`config.mk`:
```
export PLATFORM = sky130hd
export DESIGN_NAME = sli_core
export DESIGN_NICKNAME = d
export VERILOG_FILES = /design/src/design/sli_pkg.sv /design/src/design/sli_core.sv
export SDC_FILE = /design/constraint.sdc
export NUM_CORES = 1
export LEC_CHECK = 0
export ABC_CLOCK_PERIOD_IN_PS = 8100
export BUFFER_PORTS_ARGS = -buffer_cell sky130_fd_sc_hd__buf_2
export CORE_UTILIZATION = 56
export DETAILED_ROUTE_END_ITERATION = 7
export PLACE_DENSITY = 0.83
export SETUP_SLACK_MARGIN = 0.4
export SYNTH_ARGS = -nofsm -noshare
export SYNTH_HDL_FRONTEND = slang
export SYNTH_SLANG_ARGS = --single-unit
```
`constraint.sdc`:
```
create_clock -name clk -period 8.1 [get_ports clk]
set_clock_uncertainty 0.15 [all_clocks]
set_input_delay 1.62 -clock clk [delete_from_list [all_inputs] [get_ports clk]]
set_output_delay 1.62 -clock clk [all_outputs]
set_load 0.02 [all_outputs]
```
`src/design/sli_pkg.sv`:
```
// ---------------------------------------------------------------------------
// sli_pkg
// Shared types and constants of the sorted list intersection block.
// ---------------------------------------------------------------------------
`default_nettype none

package sli_pkg;

    // Document id width
    localparam int ID_W = 31;

    // Active list count register
    localparam int CFG_W = 3;
    localparam logic [CFG_W-1:0] ACTIVE_RESET = 3'd2;

    // Request codes
    typedef enum logic [1:0] {
        REQ_CLEAR  = 2'd0,
        REQ_APPEND = 2'd1,
        REQ_NEXT   = 2'd2,
        REQ_SKIP   = 2'd3
    } req_t;

    // Sequencer states
    typedef enum logic [2:0] {
        ST_IDLE,
        ST_ALIGN,
        ST_ADV,
        ST_WAIT,
        ST_RESULT
    } state_t;

    // One query answer
    typedef struct packed {
        logic [ID_W-1:0] id;
        logic            exhausted;
    } result_t;

endpackage

`default_nettype wire

```
`src/design/sli_core.sv`:
```
// ---------------------------------------------------------------------------
// sli_core
// List bookkeeping and leapfrog sequencer. Lengths, cursors and cached
// heads live in flops; list contents live in the external RAM.
// ---------------------------------------------------------------------------
`default_nettype none

module sli_core
    import sli_pkg::*;
#(
    parameter int NUM_LISTS = 4,
    parameter int LIST_DEPTH = 1024,
    localparam int ADDR_W = $clog2(NUM_LISTS) + $clog2(LIST_DEPTH)
) (
    input  wire logic              clk,
    input  wire logic              rst_n,
    // request side
    input  wire logic              in_valid,
    output logic                   in_ready,
    input  wire logic [1:0]        req_type,
    input  wire logic [1:0]        list_index,
    input  wire logic [ID_W-1:0]   doc_id,
    // configuration
    input  wire logic [CFG_W-1:0]  active_lists,
    input  wire logic              cfg_restart,
    // result side
    input  wire logic              res_free,
    output logic                   res_valid,
    output result_t                res,
    // list memory
    output logic                   mem_we,
    output logic [ADDR_W-1:0]      mem_waddr,
    output logic [ID_W-1:0]        mem_wdata,
    output logic                   mem_re,
    output logic [ADDR_W-1:0]      mem_raddr,
    input  wire logic [ID_W-1:0]   mem_rdata
);

    localparam int LIST_W = $clog2(NUM_LISTS);
    localparam int POS_W  = $clog2(LIST_DEPTH);
    localparam int LEN_W  = $clog2(LIST_DEPTH + 1);
    localparam int CNT_W  = $clog2(NUM_LISTS + 1);

    state_t state_reg, state_next;

    logic [LEN_W-1:0] len_reg   [NUM_LISTS];
    logic [LEN_W-1:0] len_next  [NUM_LISTS];
    logic [LEN_W-1:0] cur_reg   [NUM_LISTS];
    logic [LEN_W-1:0] cur_next  [NUM_LISTS];
    logic [ID_W-1:0]  head_reg  [NUM_LISTS];
    logic [ID_W-1:0]  head_next [NUM_LISTS];
    logic [ID_W-1:0]  first_reg [NUM_LISTS];
    logic [ID_W-1:0]  first_next[NUM_LISTS];
    logic [ID_W-1:0]  last_reg  [NUM_LISTS];
    logic [ID_W-1:0]  last_next [NUM_LISTS];

    logic [ID_W-1:0]   top_reg, top_next;
    logic [LIST_W-1:0] sel_reg, sel_next;
    logic              started_reg, started_next;
    logic              finished_reg, finished_next;

    logic              in_fire;
    req_t              req;
    logic              is_query;
    logic              do_restart;
    logic [CNT_W-1:0]  used_n;
    logic [LIST_W-1:0] back;
    logic [NUM_LISTS-1:0] act, has, hi_hit, lo_hit;
    logic              miss, any_hi, any_lo;
    logic [LIST_W-1:0] hi_idx, lo_idx;
    logic [LIST_W-1:0] p;
    logic              idx_ok;
    logic [LEN_W-1:0]  len_p, cur_p, step_cur;
    logic [ID_W-1:0]   last_p;
    logic              step_out;
    logic              app_ok;
    logic              stepping;

    assign in_fire    = in_valid && in_ready;
    assign req        = req_t'(req_type);
    assign is_query   = (req == REQ_NEXT) || (req == REQ_SKIP);
    assign do_restart = cfg_restart ||
                        (in_fire && ((req == REQ_CLEAR) || (req == REQ_APPEND)));

    // Clamp the active list count to 1..NUM_LISTS
    always_comb
    begin
        if (active_lists == '0)
        begin
            used_n = CNT_W'(1);
        end
        else if (32'(active_lists) > NUM_LISTS)
        begin
            used_n = CNT_W'(NUM_LISTS);
        end
        else
        begin
            used_n = CNT_W'(active_lists);
        end
    end

    assign back = LIST_W'(used_n - CNT_W'(1));

    // Per-list status, compared against the current target
    always_comb
    begin
        for (int i = 0; i < NUM_LISTS; i++)
        begin
            act[i]    = int'(used_n) > i;
            has[i]    = cur_reg[i] < len_reg[i];
            hi_hit[i] = act[i] && (head_reg[i] > top_reg);
            lo_hit[i] = act[i] && (head_reg[i] < top_reg);
        end
    end

    assign miss   = |(act & ~has);
    assign any_hi = |hi_hit;
    assign any_lo = |lo_hit;

    // Lowest-numbered list above / below the target
    always_comb
    begin
        hi_idx = '0;
        lo_idx = '0;
        for (int i = NUM_LISTS - 1; i >= 0; i--)
        begin
            if (hi_hit[i])
            begin
                hi_idx = LIST_W'(i);
            end
            if (lo_hit[i])
            begin
                lo_idx = LIST_W'(i);
            end
        end
    end

    // Single list port: append target when idle, else the list being stepped
    always_comb
    begin
        case (state_reg)
            ST_IDLE:  p = LIST_W'(list_index);
            ST_ADV:   p = back;
            default:  p = lo_idx;
        endcase
    end

    assign idx_ok   = 32'(list_index) < NUM_LISTS;
    assign len_p    = len_reg[p];
    assign cur_p    = cur_reg[p];
    assign last_p   = last_reg[p];
    assign step_cur = cur_p + LEN_W'(1);
    assign step_out = step_cur == len_p;
    assign app_ok   = idx_ok && (32'(len_p) < LIST_DEPTH) &&
                      ((len_p == '0) || (doc_id > last_p));
    assign stepping = ((state_reg == ST_ALIGN) && !miss && !any_hi && any_lo) ||
                      (state_reg == ST_ADV);

    // Next state
    always_comb
    begin
        state_next = state_reg;
        case (state_reg)
            ST_IDLE:
            begin
                if (in_fire && is_query)
                begin
                    if (finished_reg)
                    begin
                        state_next = ST_RESULT;
                    end
                    else if ((req == REQ_NEXT) && started_reg)
                    begin
                        state_next = ST_ADV;
                    end
                    else
                    begin
                        state_next = ST_ALIGN;
                    end
                end
            end
            ST_ALIGN:
            begin
                if (miss)
                begin
                    state_next = ST_RESULT;
                end
                else if (any_hi)
                begin
                    state_next = ST_ALIGN;
                end
                else if (any_lo)
                begin
                    state_next = step_out ? ST_RESULT : ST_WAIT;
                end
                else
                begin
                    state_next = ST_RESULT;
                end
            end
            ST_ADV:
            begin
                state_next = step_out ? ST_RESULT : ST_WAIT;
            end
            ST_WAIT:
            begin
                state_next = ST_ALIGN;
            end
            ST_RESULT:
            begin
                if (res_free)
                begin
                    state_next = ST_IDLE;
                end
            end
            default:
            begin
                state_next = ST_IDLE;
            end
        endcase
    end

    // Outputs
    always_comb
    begin
        in_ready      = state_reg == ST_IDLE;
        mem_we        = (state_reg == ST_IDLE) && in_fire && (req == REQ_APPEND) && app_ok;
        mem_waddr     = {p, len_p[POS_W-1:0]};
        mem_wdata     = doc_id;
        mem_re        = stepping && !step_out;
        mem_raddr     = {p, step_cur[POS_W-1:0]};
        res_valid     = (state_reg == ST_RESULT) && res_free;
        res.id        = finished_reg ? '0 : head_reg[0];
        res.exhausted = finished_reg;
    end

    // List state and iteration bookkeeping
    always_comb
    begin
        len_next      = len_reg;
        cur_next      = cur_reg;
        head_next     = head_reg;
        first_next    = first_reg;
        last_next     = last_reg;
        top_next      = top_reg;
        sel_next      = sel_reg;
        started_next  = started_reg;
        finished_next = finished_reg;

        // Requests taken while idle
        if (in_fire)
        begin
            case (req)
                REQ_CLEAR:
                begin
                    for (int i = 0; i < NUM_LISTS; i++)
                    begin
                        len_next[i] = '0;
                    end
                end
                REQ_APPEND:
                begin
                    if (app_ok)
                    begin
                        len_next[p]  = len_p + LEN_W'(1);
                        last_next[p] = doc_id;
                        if (len_p == '0)
                        begin
                            first_next[p] = doc_id;
                        end
                    end
                end
                default:
                begin
                    started_next = 1'b1;
                    top_next     = (req == REQ_SKIP) ? doc_id : '0;
                end
            endcase
        end

        // Leapfrog: an exhausted active list ends it, a higher head raises the target
        if (state_reg == ST_ALIGN)
        begin
            if (miss)
            begin
                finished_next = 1'b1;
            end
            else if (any_hi)
            begin
                top_next = head_reg[hi_idx];
            end
        end

        // Cursor advance; the RAM read returns the new head, which is loaded in ST_WAIT
        if (stepping)
        begin
            cur_next[p] = step_cur;
            sel_next    = p;
            if (step_out)
            begin
                finished_next = 1'b1;
            end
        end

        if (state_reg == ST_WAIT)
        begin
            head_next[sel_reg] = mem_rdata;
        end

        // Restart: cursors back to the first entries
        if (do_restart)
        begin
            for (int i = 0; i < NUM_LISTS; i++)
            begin
                cur_next[i]  = '0;
                head_next[i] = first_next[i];
            end
            started_next  = 1'b0;
            finished_next = 1'b0;
        end
    end

    // Control registers
    always_ff @(posedge clk or negedge rst_n)
    begin
        if (!rst_n)
        begin
            state_reg    <= ST_IDLE;
            started_reg  <= 1'b0;
            finished_reg <= 1'b0;
            for (int i = 0; i < NUM_LISTS; i++)
            begin
                len_reg[i] <= '0;
                cur_reg[i] <= '0;
            end
        end
        else
        begin
            state_reg    <= state_next;
            started_reg  <= started_next;
            finished_reg <= finished_next;
            len_reg      <= len_next;
            cur_reg      <= cur_next;
        end
    end

    // Payload registers
    always_ff @(posedge clk)
    begin
        head_reg  <= head_next;
        first_reg <= first_next;
        last_reg  <= last_next;
        top_reg   <= top_next;
        sel_reg   <= sel_next;
    end

endmodule

`default_nettype wire

```
== Yosys cells after proc, flatten, opt, wreduce, memory -nomap -nowiden ==
Cells that the tools add are included.
Word-level totals
  register bits after elaboration: 498
  bits of input ports: 74
  output and inout port bits: 91
  logic and storage cells: 184
Cells by class
  $add $sub $neg: 3
  magnitude comparators: 24
  equal/unequal tests: 12
  mux-type cells: 68
  bitwise gates (word level): 5
  reduce and logical (&&, ||, !) cells: 47
Operators with widths (count)
  two-way mux 124 bit: 6
  two-way mux 31 bit: 13
  bitwise mux 124 bit: 3
  greater-than comparator 31 bit: 5
  two-way mux 44 bit: 3
  binary-select mux 31 bit (select 2 bit): 2
  demux 31 bit (select 2 bit): 2
  < comparator 31 bit: 4
  bitwise mux 44 bit: 2
  one-hot mux 44 bit (2 select lines): 1
  two-way mux 11 bit: 5
  binary-select mux 11 bit (select 2 bit): 2
  < comparator 11 bit: 4
  two-way mux 3 bit: 9
  logical AND 1 bit: 23
  adder 11 x 1 -> 11 bit, second input constant: 2
  demux 11 bit (select 2 bit): 1
  two-way mux 2 bit: 9
  one-hot mux 3 bit (5 select lines): 1
  OR reduction 4 bit: 3
  == test 11 bit: 1
  zero test 11 bit: 1
  < comparator 11 bit, second input constant: 1
  >= comparator 3 bit, second input constant: 3
  25 further kinds: 53

== Logic depth before layout (Yosys ltp) ==
Gate-level depths: netlist (run 1).
  depth in word-level cells: 21
  mapped depth: 35
  depth with buffers taken out: 29

== Worst setup path after synthesis (run 1) ==
OpenSTA, ideal clock, no wires.
  path type: input -> output
  start point: input active_lists[2]
  end point: output mem_we
  arrival: 6.269 ns
  required time: 6.330 ns
  slack: 0.061 ns
  stages: 30
  buffers on the path: 7
  path through: clkbuf_1 -> nand2b_1 -> ha_1 -> nand2b_1 -> nand3_1 -> o2111ai_4 -> and2_4 -> buf_6 -> buf_8 -> buf_8 -> buf_2 -> clkbuf_1 -> clkbuf_1 -> nand2_1 -> nand3_1 -> o21ai_0 -> ha_1 -> nor2b_1 -> o21a_1 -> o21a_1 -> o21a_1 -> o21a_1 -> o21a_1 -> o21a_1 -> o21a_1 -> o21a_1 -> o21ai_0 -> nand3b_1 -> a21oi_1 -> nor3_2
On the way
  word-level cells in the longest chain between the ends: 18
  elaborated cells between the ends (all ways): 31
  those cells by class: 1 x add/sub; 7 x order compare; 13 x mux; 1 x bitwise; 9 x reduce/logical
Ends and longest elaborated chain
  from (decl): line sli_core.sv:24  | input wire logic [CFG_W-1:0] active_lists,
  greater-than comparator 3 bit: line sli_core.sv:92  | else if (32'(active_lists) > NUM_LISTS)
  two-way mux 3 bit: line sli_core.sv:92
  two-way mux 3 bit *: line sli_core.sv:88  | if (active_lists == '0)
  greater-than comparator 3 x 2 -> 1 bit: line sli_core.sv:109  | act[i] = int'(used_n) > i;
  logical AND 1 bit: line sli_core.sv:112  | lo_hit[i] = act[i] && (head_reg[i] < top_reg);
  two-way mux 2 bit (4 in a row): line sli_core.sv:131  | if (lo_hit[i])
  one-hot mux 2 bit (2 select lines) *: line sli_core.sv:141  | case (state_reg)
  inverter 2 -> 3 bit (not written as such) *: line sli_core.sv:149, sli_core.sv:151
  binary-select mux 31 bit (select 2 bit) or binary-select mux 11 bit (select 2 bit) (tied branches): line sli_core.sv:151, sli_core.sv:149
  two-way mux 31 bit (not written as such) or two-way mux 11 bit (tied branches) (2 in a row): line sli_core.sv:151, sli_core.sv:149
  greater-than comparator 31 bit or zero test 11 bit (tied branches): line sli_core.sv:155  | ((len_p == '0) || (doc_id > last_p));
  logical OR 1 bit: line sli_core.sv:155
  logical AND 1 bit *: line sli_core.sv:154  | assign app_ok = idx_ok && (32'(len_p) < LIST_DEPTH) &&
  logical AND 1 bit *: line sli_core.sv:227  | mem_we = (state_reg == ST_IDLE) && in_fire && (req == REQ_APPEND) && app_ok;
  to (decl): line sli_core.sv:31  | output logic mem_we,
Mark *: on every way between the ends. The rest lies on a longest branch, timed or not. The select of a mux whose other input is x is not followed.

== Worst setup path after layout (run 1) ==
  start point: register head_reg[30] (netlist bit)
  end point: output mem_we
On the way
  word-level cells in the longest chain between the ends: 15
  elaborated cells between the ends (all ways): 20
  those cells by class: 3 x order compare; 11 x mux; 1 x bitwise; 5 x reduce/logical
Ends and longest elaborated chain
  from (decl): line sli_core.sv:50  | logic [ID_W-1:0] head_reg [NUM_LISTS];
  from (signal assigned): line sli_core.sv:350  | head_reg <= head_next;
  < comparator 31 bit *: line sli_core.sv:112
  logical AND 1 bit *: line sli_core.sv:112
  two-way mux 2 bit * (4 in a row): line sli_core.sv:131
  one-hot mux 2 bit (2 select lines) *: line sli_core.sv:141
  inverter 2 -> 3 bit (not written as such) *: line sli_core.sv:149, sli_core.sv:151
  binary-select mux 31 bit (select 2 bit) or binary-select mux 11 bit (select 2 bit) (tied branches): line sli_core.sv:151, sli_core.sv:149
  two-way mux 31 bit (not written as such) or two-way mux 11 bit (tied branches) (2 in a row): line sli_core.sv:151, sli_core.sv:149
  greater-than comparator 31 bit or zero test 11 bit (tied branches): line sli_core.sv:155
  logical OR 1 bit: line sli_core.sv:155
  logical AND 1 bit *: line sli_core.sv:154
  logical AND 1 bit *: line sli_core.sv:227
Marks and branches as above.

==> results.txt, run 1 <==
* Req. time, crit path: 6.33 ns
- Dividing the detail-routed via count by the number of cells gives 6.48.
* Final worst path period share: 98.7%
- EDFF count, synth: 250
- Width of the chip: 222 microns
* Main area contributors after synthesis: sky130_fd_sc_hd__edfxtp_1, sky130_fd_sc_hd__dfxtp_1, sky130_fd_sc_hd__ha_1
- Internal power: 0.00720 W
- For this run, asynchronously set or reset flops after synthesis account for 18.7%.
* Initial detailed-routing violation count: 2368
* Peak clock frequency supported by timing: 125 MHz
* Share of total power in sequential cells: 32.0%
- The net count of the finished layout is 2840.
* Cell at the root of the clock tree: sky130_fd_sc_hd__clkbuf_16
- Yosys printed 0 warnings.
- Crit path max-delay cell type: sky130_fd_sc_hd__or4_4
- In this run the cell area of the synthesized design comes to 27100 sq um.
- Number of H-tree branching levels: 2
* Worst min path class: reg -> reg
- Crit path time final: 8.00 ns
* Worst-Skew Late Latency: 0.65 ns
- Die ar.: 49300 sq um
* Clock share of power: 21.6%
* Vias in the first global route: 20900
- Initial core utilization: 56.8%
- Proportion of power drawn by combinational gates: 46.4%
* Total power per unit cell area: 384 nW/um^2
- Max_slew headroom: 27.2%
* Placer congestion estimate: 0.990
- Max-cap violations in this run came to 0.
- For this design the total switching power over the nets is 0.00456 W.
- Setup repair after global routing could not meet its margin everywhere.
- Vert. Die Dim: 222 microns
- GRT Total Usage: 32.0%
* Wire length per cell after detailed routing: 24.8 microns
- Switching power as a share of total power: 38.8%
- Crit path launch type: flop
* Final core area utilization: 64.1%
- The filler cells instantiated in the layout total 3563.
- Number of DRC violations after detailed routing: 0
* Static leakage: 12.7 nW
- Half-perimeter wire length after detailed placement: 52500 microns
* Post-Route WL: 80000 microns
* Critical path class: reg -> out
* Pins over their slew limit: 0
* Total placed instance area: 28300 sq um
* Transition time at the pin with the least slew margin: 1.09 ns
- The routed layout has 20900 vias.
* CP most frequent cell: sky130_fd_sc_hd__o21a_1
* Avg Synthesized Cell Area: 11.1 sq um
- Num rows: 80
- Buffers inserted during clock tree synthesis total 52.
- Antenna violations before repair: 6
- Area overhead of the layout relative to synthesis: 12.7%
- Final worst hold slack: 0.322 ns
* Global-route wire length before repair: 122000 microns
- CTS tree: built
- Slack of the worst reg-to-reg path: 1.27 ns
- Worst-path fanout max: 6
- Top_reg_cell synth: sky130_fd_sc_hd__edfxtp_1
- Worst ir drop on vdd: 0.215 mV
- Synthesized netlist cell count: 2440
* Proportion of layout cells with a drive suffix above 1: 20.8%
- The core region is 47700 sq um.
- Count of endpoints failing hold in the final timing report: 0
- The number of nets handed over by synthesis was 2714.
- Number of clock sinks: 498
* Result of the run: complete, no violations
- Top-area cell type share of the netlist area: 27.7%
- For this run, the detailed router's first-pass iteration total came to 5.
- Data arrival time at the worst-slack endpoint: 6.23 ns
- Global routing finished with a remaining overflow of 0.
* Maximum clock path buffer count: 3
- Kind of end point of the critical path: primary output
- Area leader, netlist: sky130_fd_sc_hd__edfxtp_1
- In this run, synthesis produced a sequential element count of 498.
- Top cell types by occurrence after synthesis: sky130_fd_sc_hd__edfxtp_1, sky130_fd_sc_hd__nand2_1, sky130_fd_sc_hd__ha_1, sky130_fd_sc_hd__a22o_1, sky130_fd_sc_hd__dfxtp_1
- Maximum cell stage delay along the critical path: 0.62 ns
- In this run the remaining antenna-violating nets after routing total 0.
- For this design, the CTS-stage hold fixing added 0 buffers.
- Number of placed I/O pins: 165
- After routing the design area is 30600 sq um.
* Fraction of the yosys area taken by sequential cells: 47.7%
- After clock tree synthesis, the clock-pin slew on the worst setup and hold paths is 0.06 ns.
- Largest net degree at the start of global routing: 91
- Number of endpoints failing setup at the final stage: 0
- Leading cell type by number of instances after synthesis: sky130_fd_sc_hd__edfxtp_1
- Library cells used by synthesis: 86
- The count of buffers added on input and output ports is 164.
==> cell families after synthesis <==
logic type               after synthesis  share of synthesized area, %
AND/OR/NAND/NOR                      663                          11.7
AO/OA/AOI/OAI                        564                          15.1
flip-flops                           498                          47.7
buffers and inverters                277                          5.25
multiplexers                         208                          10.0
adder cells (fa/ha/maj)              200                          9.22
XOR/XNOR                              30                         0.996
==> worst max-delay path: cells and delay by family (launching register included) <==
family	cells	cell delay [ns]
DFF	1	0.47
and+or+nand+nor	9	1.72
AOI/OAI and AO/OA	14	2.36
buffers and inverters	3	0.43
adders and majority gates	2	0.62
==> power groups by stage <==
stage               Clock, W  Combinational [W]  Sequential (W)
floorplan                  0            0.00384         0.00365
global placement           0            0.00491         0.00377
detailed placement         0            0.00507         0.00380
CTS                  0.00256            0.00524         0.00375
global route         0.00264            0.00588         0.00381
finish               0.00254            0.00545         0.00377
==> worst paths after layout <==
kind,from,to,cells after the start
worst max-delay path,head_reg[30],mem_we,28
worst min-delay path,first_reg[5],first_reg[5],1
worst max register to register,head_reg[30],head_reg[22],20
worst min register to register,first_reg[5],first_reg[5],1
max in group asynchronous,rst_n,cur_reg[39],2
min in group asynchronous,rst_n,cur_reg[38],1
==> cell type report <==
cell class,count,area [sq um],share of cell area (%)
Sequential cell,498,12900,42.3
Multi-Input combinational cell,1665,13100,42.8
Clock inverter,24,330,1.08
Tap cell,615,769,2.52
Clock buffer,74,1480,4.85
Inverter,107,413,1.35
Timing Repair Buffer,242,1550,5.06
Antenna cell,3,7.51,0.0245
==> layout by cell type, fill, tap and decap left out, types with 8 or more instances in the layout <==
master,n
sky130_fd_sc_hd__edfxtp_1,250
sky130_fd_sc_hd__nand2_1,231
sky130_fd_sc_hd__ha_1,197
sky130_fd_sc_hd__a22o_1,168
sky130_fd_sc_hd__buf_2,162
sky130_fd_sc_hd__dfxtp_1,155
sky130_fd_sc_hd__mux2_4,122
sky130_fd_sc_hd__nor2_1,121
sky130_fd_sc_hd__nand3_1,103
sky130_fd_sc_hd__inv_1,102
sky130_fd_sc_hd__a21oi_1,95
sky130_fd_sc_hd__dfrtp_1,93
sky130_fd_sc_hd__mux2i_1,75
sky130_fd_sc_hd__o21ai_0,71
sky130_fd_sc_hd__nor2b_1,70
sky130_fd_sc_hd__a211oi_1,68
sky130_fd_sc_hd__buf_4,63
sky130_fd_sc_hd__clkbuf_16,52
sky130_fd_sc_hd__a21o_1,37
sky130_fd_sc_hd__a31oi_1,37
sky130_fd_sc_hd__nand4_1,29
sky130_fd_sc_hd__xnor2_1,23
sky130_fd_sc_hd__and3_1,16
sky130_fd_sc_hd__nand2b_1,14
sky130_fd_sc_hd__clkinv_2,13
sky130_fd_sc_hd__clkbuf_1,12
sky130_fd_sc_hd__clkbuf_8,10
sky130_fd_sc_hd__and2_1,9
sky130_fd_sc_hd__o21a_1,9
sky130_fd_sc_hd__mux2_2,8
sky130_fd_sc_hd__buf_6,8
sky130_fd_sc_hd__buf_12,8
==> timing repair <==
item,4_1_cts,5_1_grt
endpoints found under the setup margin,2,2
gates resized for setup,37,22
setup buffers,13,9
pin swaps,13,14
==> metrics by stage <==
| stage | total power (W) | worst slack, ns | cells | setup TNS (ns) |
|---|---|---|---|---|
| 3_5_place_dp | 0.00887 | 0.0239 | 3105 | 0 |
| 5_1_grt | 0.0123 | -0.102 | 3228 | -0.102 |
| 3_3_place_gp | 0.00868 | 0.192 | 3105 | 0 |
| 4_1_cts | 0.0116 | 0.242 | 3216 | 0 |
| 2_1_floorplan | 0.00749 | 0.404 | 2440 | 0 |
| 6_report | 0.0118 | 0.102 | 3228 | 0 |
==> layer usage <==
metal | global-route usage, % | part of all wire, %
met4 | 14.3 | 4.0
met2 | 51.0 | 46
met3 | 6.53 | 9.5
met5 | 0 | 0.050
met1 | 42.3 | 40
Power figures use the tool's default switching activity.
==> run 2: changes to the inputs <==
--- a/config.mk
+++ b/config.mk
@@ -11,6 +11,7 @@
 export DETAILED_ROUTE_END_ITERATION = 7
 export PLACE_DENSITY = 0.83
 export SETUP_SLACK_MARGIN = 0.4
+export SKIP_CTS_REPAIR_TIMING = 1
 export SYNTH_ARGS = -nofsm -noshare
 export SYNTH_HDL_FRONTEND = slang
 export SYNTH_SLANG_ARGS = --single-unit
==> constraint.sdc (replaced) <==
create_clock -name clk -period 8.1 [get_ports clk]
set_clock_uncertainty 0.15 [all_clocks]
set_input_delay 1.62 -clock clk [delete_from_list [all_inputs] [get_ports clk]]
set_output_delay 1.62 -clock clk [all_outputs]
set_load 0.01 [all_outputs]
==> results.txt, run 2 (same netlist as run 1, synthesis figures left out) <==
- Result of the run: complete, no violations
* Reg-to-reg critical path endpoint: last_reg[54]
- Via-to-Cell Ratio: 6.47
- From left edge to right edge, the die measures 222 microns.
- After detailed routing, the number of remaining DRC violations is 0.
- After detailed routing, the average wire length per cell comes to 24.9 microns.
* Total power: 0.0115 W
- Vias in the first global route: 20800
- Slack of the worst reg-to-reg path: 1.46 ns
* Most common cell after layout, fill and taps aside: sky130_fd_sc_hd__edfxtp_1
- Post-CTS clock slew at the launch and capture registers of the worst setup and hold paths: 0.07 ns
- Met1 track utilization from global routing: 42.1%
* Crit path time final: 7.76 ns
- GRT Total Usage: 31.7%
* Die ar.: 49300 sq um
- Num rows: 80
* Area overhead of the layout relative to synthesis: 11.8%
- CTS saw 498 sinks.
* Fraction of met3 tracks used by global routing: 5.39%
- Number of maximum-capacitance violations: 0
* Layer with the highest usage after global routing: met2
- During placement, the flow inserted port buffers numbering 164.
* Post-Route WL: 80000 microns
* Reg2Reg Launch Point: head_reg[29]
- Of all nets on the critical path, the largest fanout is 5.
- Worst R2R Path Depth: 29
- Critical path class: reg -> out
- Entering global routing, the biggest net connects 96 pins.
* Req. time, crit path: 6.33 ns
- Count of endpoints failing hold in the final timing report: 0
* Maximum clock path buffer count: 3
* Most frequent cells in the layout: sky130_fd_sc_hd__edfxtp_1, sky130_fd_sc_hd__nand2_1, sky130_fd_sc_hd__ha_1
* Peak clock frequency supported by timing: 129 MHz
- Cell at the root of the clock tree: sky130_fd_sc_hd__clkbuf_16
* CTS tree: built
- The slowest stage of the critical path is the sky130_fd_sc_hd__or4_4 cell.
- Total Negative Setup Slacks: 0 ns
* Max_slew headroom: 17.7%
- In this run the count of I/O pins placed on the die edge is 165.
* Total power per unit cell area: 378 nW/um^2
* Count of fill cells added during filler insertion: 3690
- Placer congestion estimate: 0.963
- Global-route wire length before repair: 121000 microns
- The worst setup path is captured at a primary output.
- In the finished design, the share of the clock period the worst path needs comes to 95.8%.
- Overall via count from detail_route: 20800
- Pins over their slew limit: 0
- Worst-Skew Late Latency: 0.63 ns
* Gr ovfl total: 0
- Floorplan core area: 47700 sq um
- Setup repair after global routing could not meet its margin everywhere.
* Residual antenna-violating net count after detailed routing: 0
- The number of antenna violations at the first check in global routing is 5.
- Once layout is complete, the utilization of the core stands at 63.5%.
- In this run the most critical hold path is launched from first_reg[100].
- Static leakage: 12.6 nW
- Data arrival time at the worst-slack endpoint: 5.99 ns
* DR pass1 iterations: 5
- The path with the worst hold slack has its endpoint at first_reg[100].
- Number of endpoints failing setup at the final stage: 0
- Worst Hold Depth: 1
* Number of H-tree branching levels: 2
- Global routing met2 resource utilization: 50.9%
- Final net count: 2826
* Transition time at the pin with the least slew margin: 1.23 ns
- Buffers inserted during clock tree synthesis total 51.
* Crit path launch type: flop
- The post-route netlist has 19.8% of its cells at a drive strength greater than 1.
* CP most frequent cell: sky130_fd_sc_hd__o21a_1
- After legalization and detailed placement, the total HPWL measured 52400 microns.
- Worst ir drop on vdd: 0.202 mV
- The initial utilization of the core area, before any placement, comes to 56.8%.
- Worst min path class: reg -> reg
* Maximum cell stage delay along the critical path: 0.54 ns
- The die is 222 microns tall.
- Initial detailed-routing violation count: 2377
run 2: stage by stage:
stage | cells | hold slack (ns) | instance area, sq um | setup slack (ns)
final | 3212 | 0.322 | 30300 | 0.343
after global routing | 3209 | 0.329 | 30300 | 0.0467
after CTS | 3195 | 0.322 | 30000 | -0.0382
after detailed placement | 3101 | 0.305 | 28300 | 0.330
after global placement | 3101 | 0.305 | 28300 | 0.417
after floorplan | 2440 | 0.297 | 27200 | 0.415
run 2: final cells by class:
class	instances	area [sq um]	area share [%]
antenna	4	10.0	0.0330
sequential	498	12900	42.7
tap	615	769	2.54
timing repair buffer	229	1530	5.04
clock buffer	74	1460	4.82
clock inverter	20	195	0.643
inverter	107	418	1.38
multi-input combinational	1665	13000	42.9
run 2: metal layers:
layer,share of wire [%],wire [microns]
met1,41,32500
met2,47,37400
met3,8.7,6930
met4,4.1,3270
met5,0.015,12
run 2: how the worst max path moves through the flow:
stage	to	depth (start not counted)	from
after floorplan	mem_we	30	active_lists[2]
after global placement	mem_re	23	active_lists[0]
after detailed placement	mem_we	27	active_lists[0]
after CTS	mem_we	22	head_reg[59]
after global routing	mem_we	27	head_reg[49]
final	mem_we	28	head_reg[29]
run 2: critical path: cells and delay by family, from the launching register on:
family / cells / cell delay [ns]
adder cells (fa/ha/maj): 2 / 0.51
AO/OA/AOI/OAI: 14 / 2.43
buffers and inverters: 3 / 0.39
flip-flops: 1 / 0.41
AND/OR/NAND/NOR: 9 / 1.62
run 2: power breakdown:
group / internal [W] / total [W] / switching, W
clock: 0.00133 / 0.00236 / 0.00103
combinational: 0.00230 / 0.00533 / 0.00303
sequential: 0.00342 / 0.00378 / 0.000360
total: 0.00704 / 0.0115 / 0.00442
==> run 3: changes to the inputs <==
--- a/config.mk
+++ b/config.mk
@@ -7,9 +7,10 @@
 export LEC_CHECK = 0
 export ABC_CLOCK_PERIOD_IN_PS = 8100
 export BUFFER_PORTS_ARGS = -buffer_cell sky130_fd_sc_hd__buf_2
-export CORE_UTILIZATION = 56
+export CORE_UTILIZATION = 55
 export DETAILED_ROUTE_END_ITERATION = 7
-export PLACE_DENSITY = 0.83
+export PLACE_DENSITY = 0.82
+export RECOVER_POWER = 25
 export SETUP_SLACK_MARGIN = 0.4
 export SKIP_CTS_REPAIR_TIMING = 1
 export SYNTH_ARGS = -nofsm -noshare
==> results.txt, run 3 (same netlist as run 1, synthesis figures left out) <==
- The run finished, with violations left.
- Violations in the final reports: max-capacitance violations, max-slew violations
* Placer congestion estimate: 0.967
- Static leakage: 12.6 nW
- The worst setup path is captured at a primary output.
- Proportion of layout cells with a drive suffix above 1: 19.3%
- The library cells used most frequently in the layout, excluding fill and tap cells, are sky130_fd_sc_hd__edfxtp_1, sky130_fd_sc_hd__nand2_1, sky130_fd_sc_hd__ha_1.
- Data on the critical path is required at its endpoint by 6.33 ns.
- The later pin in the worst-skew pair is clocked with a latency of 0.63 ns.
- The routed design could run at a clock period as short as 7.91 ns.
- Crit path launch type: flop
* Number of clock sinks: 498
* Vert. Die Dim: 224 microns
- Worst-path fanout max: 27
- DR pass1 iterations: 5
- Largest net degree at the start of global routing: 90
- Timing analysis after detailed placement gives a worst setup slack of 0.124 ns.
- Clock-pin slew was measured on the worst setup and hold paths at 0.07 ns.
- TritonCTS built the clock tree.
- For this run, the post-layout net count is 2831.
- Per report_power, the clock group accounts for 21.8% of the total.
- In this run the number of H-tree levels came out at 2.
- Hold is met by 0.321 ns.
- Count of fill cells added during filler insertion: 3852
* Total power per unit cell area: 381 nW/um^2
- Pins over their slew limit: 128
- Initial detailed-routing violation count: 2253
- After global routing the overflow that remains totals 0.
* Slack of the worst reg-to-reg path: 1.09 ns
* Final core area utilization: 62.5%
- Cell at the root of the clock tree: sky130_fd_sc_hd__clkbuf_16
* Area overhead of the layout relative to synthesis: 12.4%
* Worst Hold Depth: 2
- Maximum cell stage delay along the critical path: 0.56 ns
* Reg-to-reg critical path endpoint: last_reg[116]
- Counting the buffers created by CTS gives 53.
- Number of maximum-capacitance violations: 3
- The floorplan step defined a die boundary enclosing 50200 sq um.
- The startpoint identified for the worst register-to-register timing path is head_reg[30].
- Most common cell after layout, fill and taps aside: sky130_fd_sc_hd__edfxtp_1
- Critical path class: reg -> out
* Number of placed I/O pins: 165
* Maximum clock path buffer count: 3
- VDD sags by at most 0.262 mV.
- Crit path max-delay cell type: sky130_fd_sc_hd__or4_4
* Start point of the worst min-delay path: top_reg[1]
* Switching power as a share of total power: 38.6%
- Internal power: 0.00714 W
- Data arrival time at the worst-slack endpoint: 6.14 ns
- Sequential Area: 12900 sq um
- The number of antenna violations at the first check in global routing is 6.
* Number of endpoints failing setup at the final stage: 0
- The worst path meets setup with 0.187 ns of slack.
- Detailed placement finished with a half-perimeter wire length of 52000 microns.
- The first global-routing pass estimated 119000 microns of wire.
- Once detail routing completed, the nets flagged for antenna violations numbered 0.
- Peak clock frequency supported by timing: 126 MHz
* Vias in the first global route: 20500
* Initial core utilization: 55.6%
- In this run the tool buffered the top-level ports with 164 buffer cells.
* Floorplan core area: 48800 sq um
- Combinational logic burns 45.9% of the power.
- The analysis attributes to net switching a power of 0.00449 W.
- Wire length per cell after detailed routing: 24.2 microns
* Area of the multi-input gates: 13100 sq um
- Setup repair after global routing could not meet its margin everywhere.
* Num rows: 81
- Transition time at the pin with the least slew margin: 3.34 ns
- The worst pin sits at a relative slew slack of -122%.
* Share of total power in sequential cells: 32.3%
* Worst R2R Path Depth: 29
- The number of hold violations in the final report is 0.
- Endpoint with the worst hold slack: top_reg[1]
* Width of the chip: 224 microns
- Final worst path period share: 97.7%
- Global routing used 30.8% of the available tracks.
- Post-Route WL: 79100 microns
- In this run the worst hold path is classified as reg -> reg.
- The final route contains 20700 vias.
- Via-to-Cell Ratio: 6.33
* Number of DRC violations after detailed routing: 0
[run 3: how the worst max path moves through the flow]
| stage | start | endpoint |
|---|---|---|
| after floorplan | active_lists[2] | mem_we |
| after detailed placement | active_lists[1] | mem_we |
| final | head_reg[30] | mem_we |
| after global routing | head_reg[30] | mem_we |
| after global placement | active_lists[1] | mem_we |
| after CTS | head_reg[29] | mem_we |
[run 3: final cells by class]
type | count | area share, %
repair inverters | 1 | 0.0287
inverters | 107 | 1.36
diodes | 5 | 0.0410
multi-input cells | 1665 | 42.9
clock inverters | 41 | 1.37
repair buffers | 231 | 4.57
flip-flops and latches | 498 | 42.4
clock buffers | 59 | 4.56
well taps | 664 | 2.72
[run 3: critical path, delay by kind of cell (launching register included)]
family,cells,cell delay [ns]
DFF,1,0.46
adders and majority gates,2,0.56
and+or+nand+nor,12,1.96
buffers and inverters,3,0.42
AOI/OAI and AO/OA,11,2.09
[run 3: through the flow]
step | cells | cell area (sq um) | total power, W | TNS (ns)
2_1_floorplan | 2440 | 27200 | 0.00740 | 0
3_3_place_gp | 3148 | 28300 | 0.00857 | 0
3_5_place_dp | 3148 | 28300 | 0.00876 | 0
4_1_cts | 3248 | 30100 | 0.0113 | -0.114
5_1_grt | 3269 | 30500 | 0.0122 | 0
6_report | 3271 | 30500 | 0.0116 | 0
[run 3: power groups by stage]
stage,registers (W),logic [W],clock network [W]
after floorplan,0.00365,0.00375,0
after global placement,0.00377,0.00481,0
after detailed placement,0.00379,0.00497,0
after CTS,0.00375,0.00501,0.00255
after global routing,0.00381,0.00577,0.00265
final,0.00376,0.00533,0.00254
[run 3: per-layer routing]
layer  up-vias  part of all wire (%)  wire, microns  GRT usage, %
met3       229                   9.0           7160          5.71
met1     10100                    40          31800          40.7
li1       9224                     -              -             -
met5         -                 0.034             27             0
met4         4                   4.1           3230          14.4
met2      1108                    47          36900          49.0
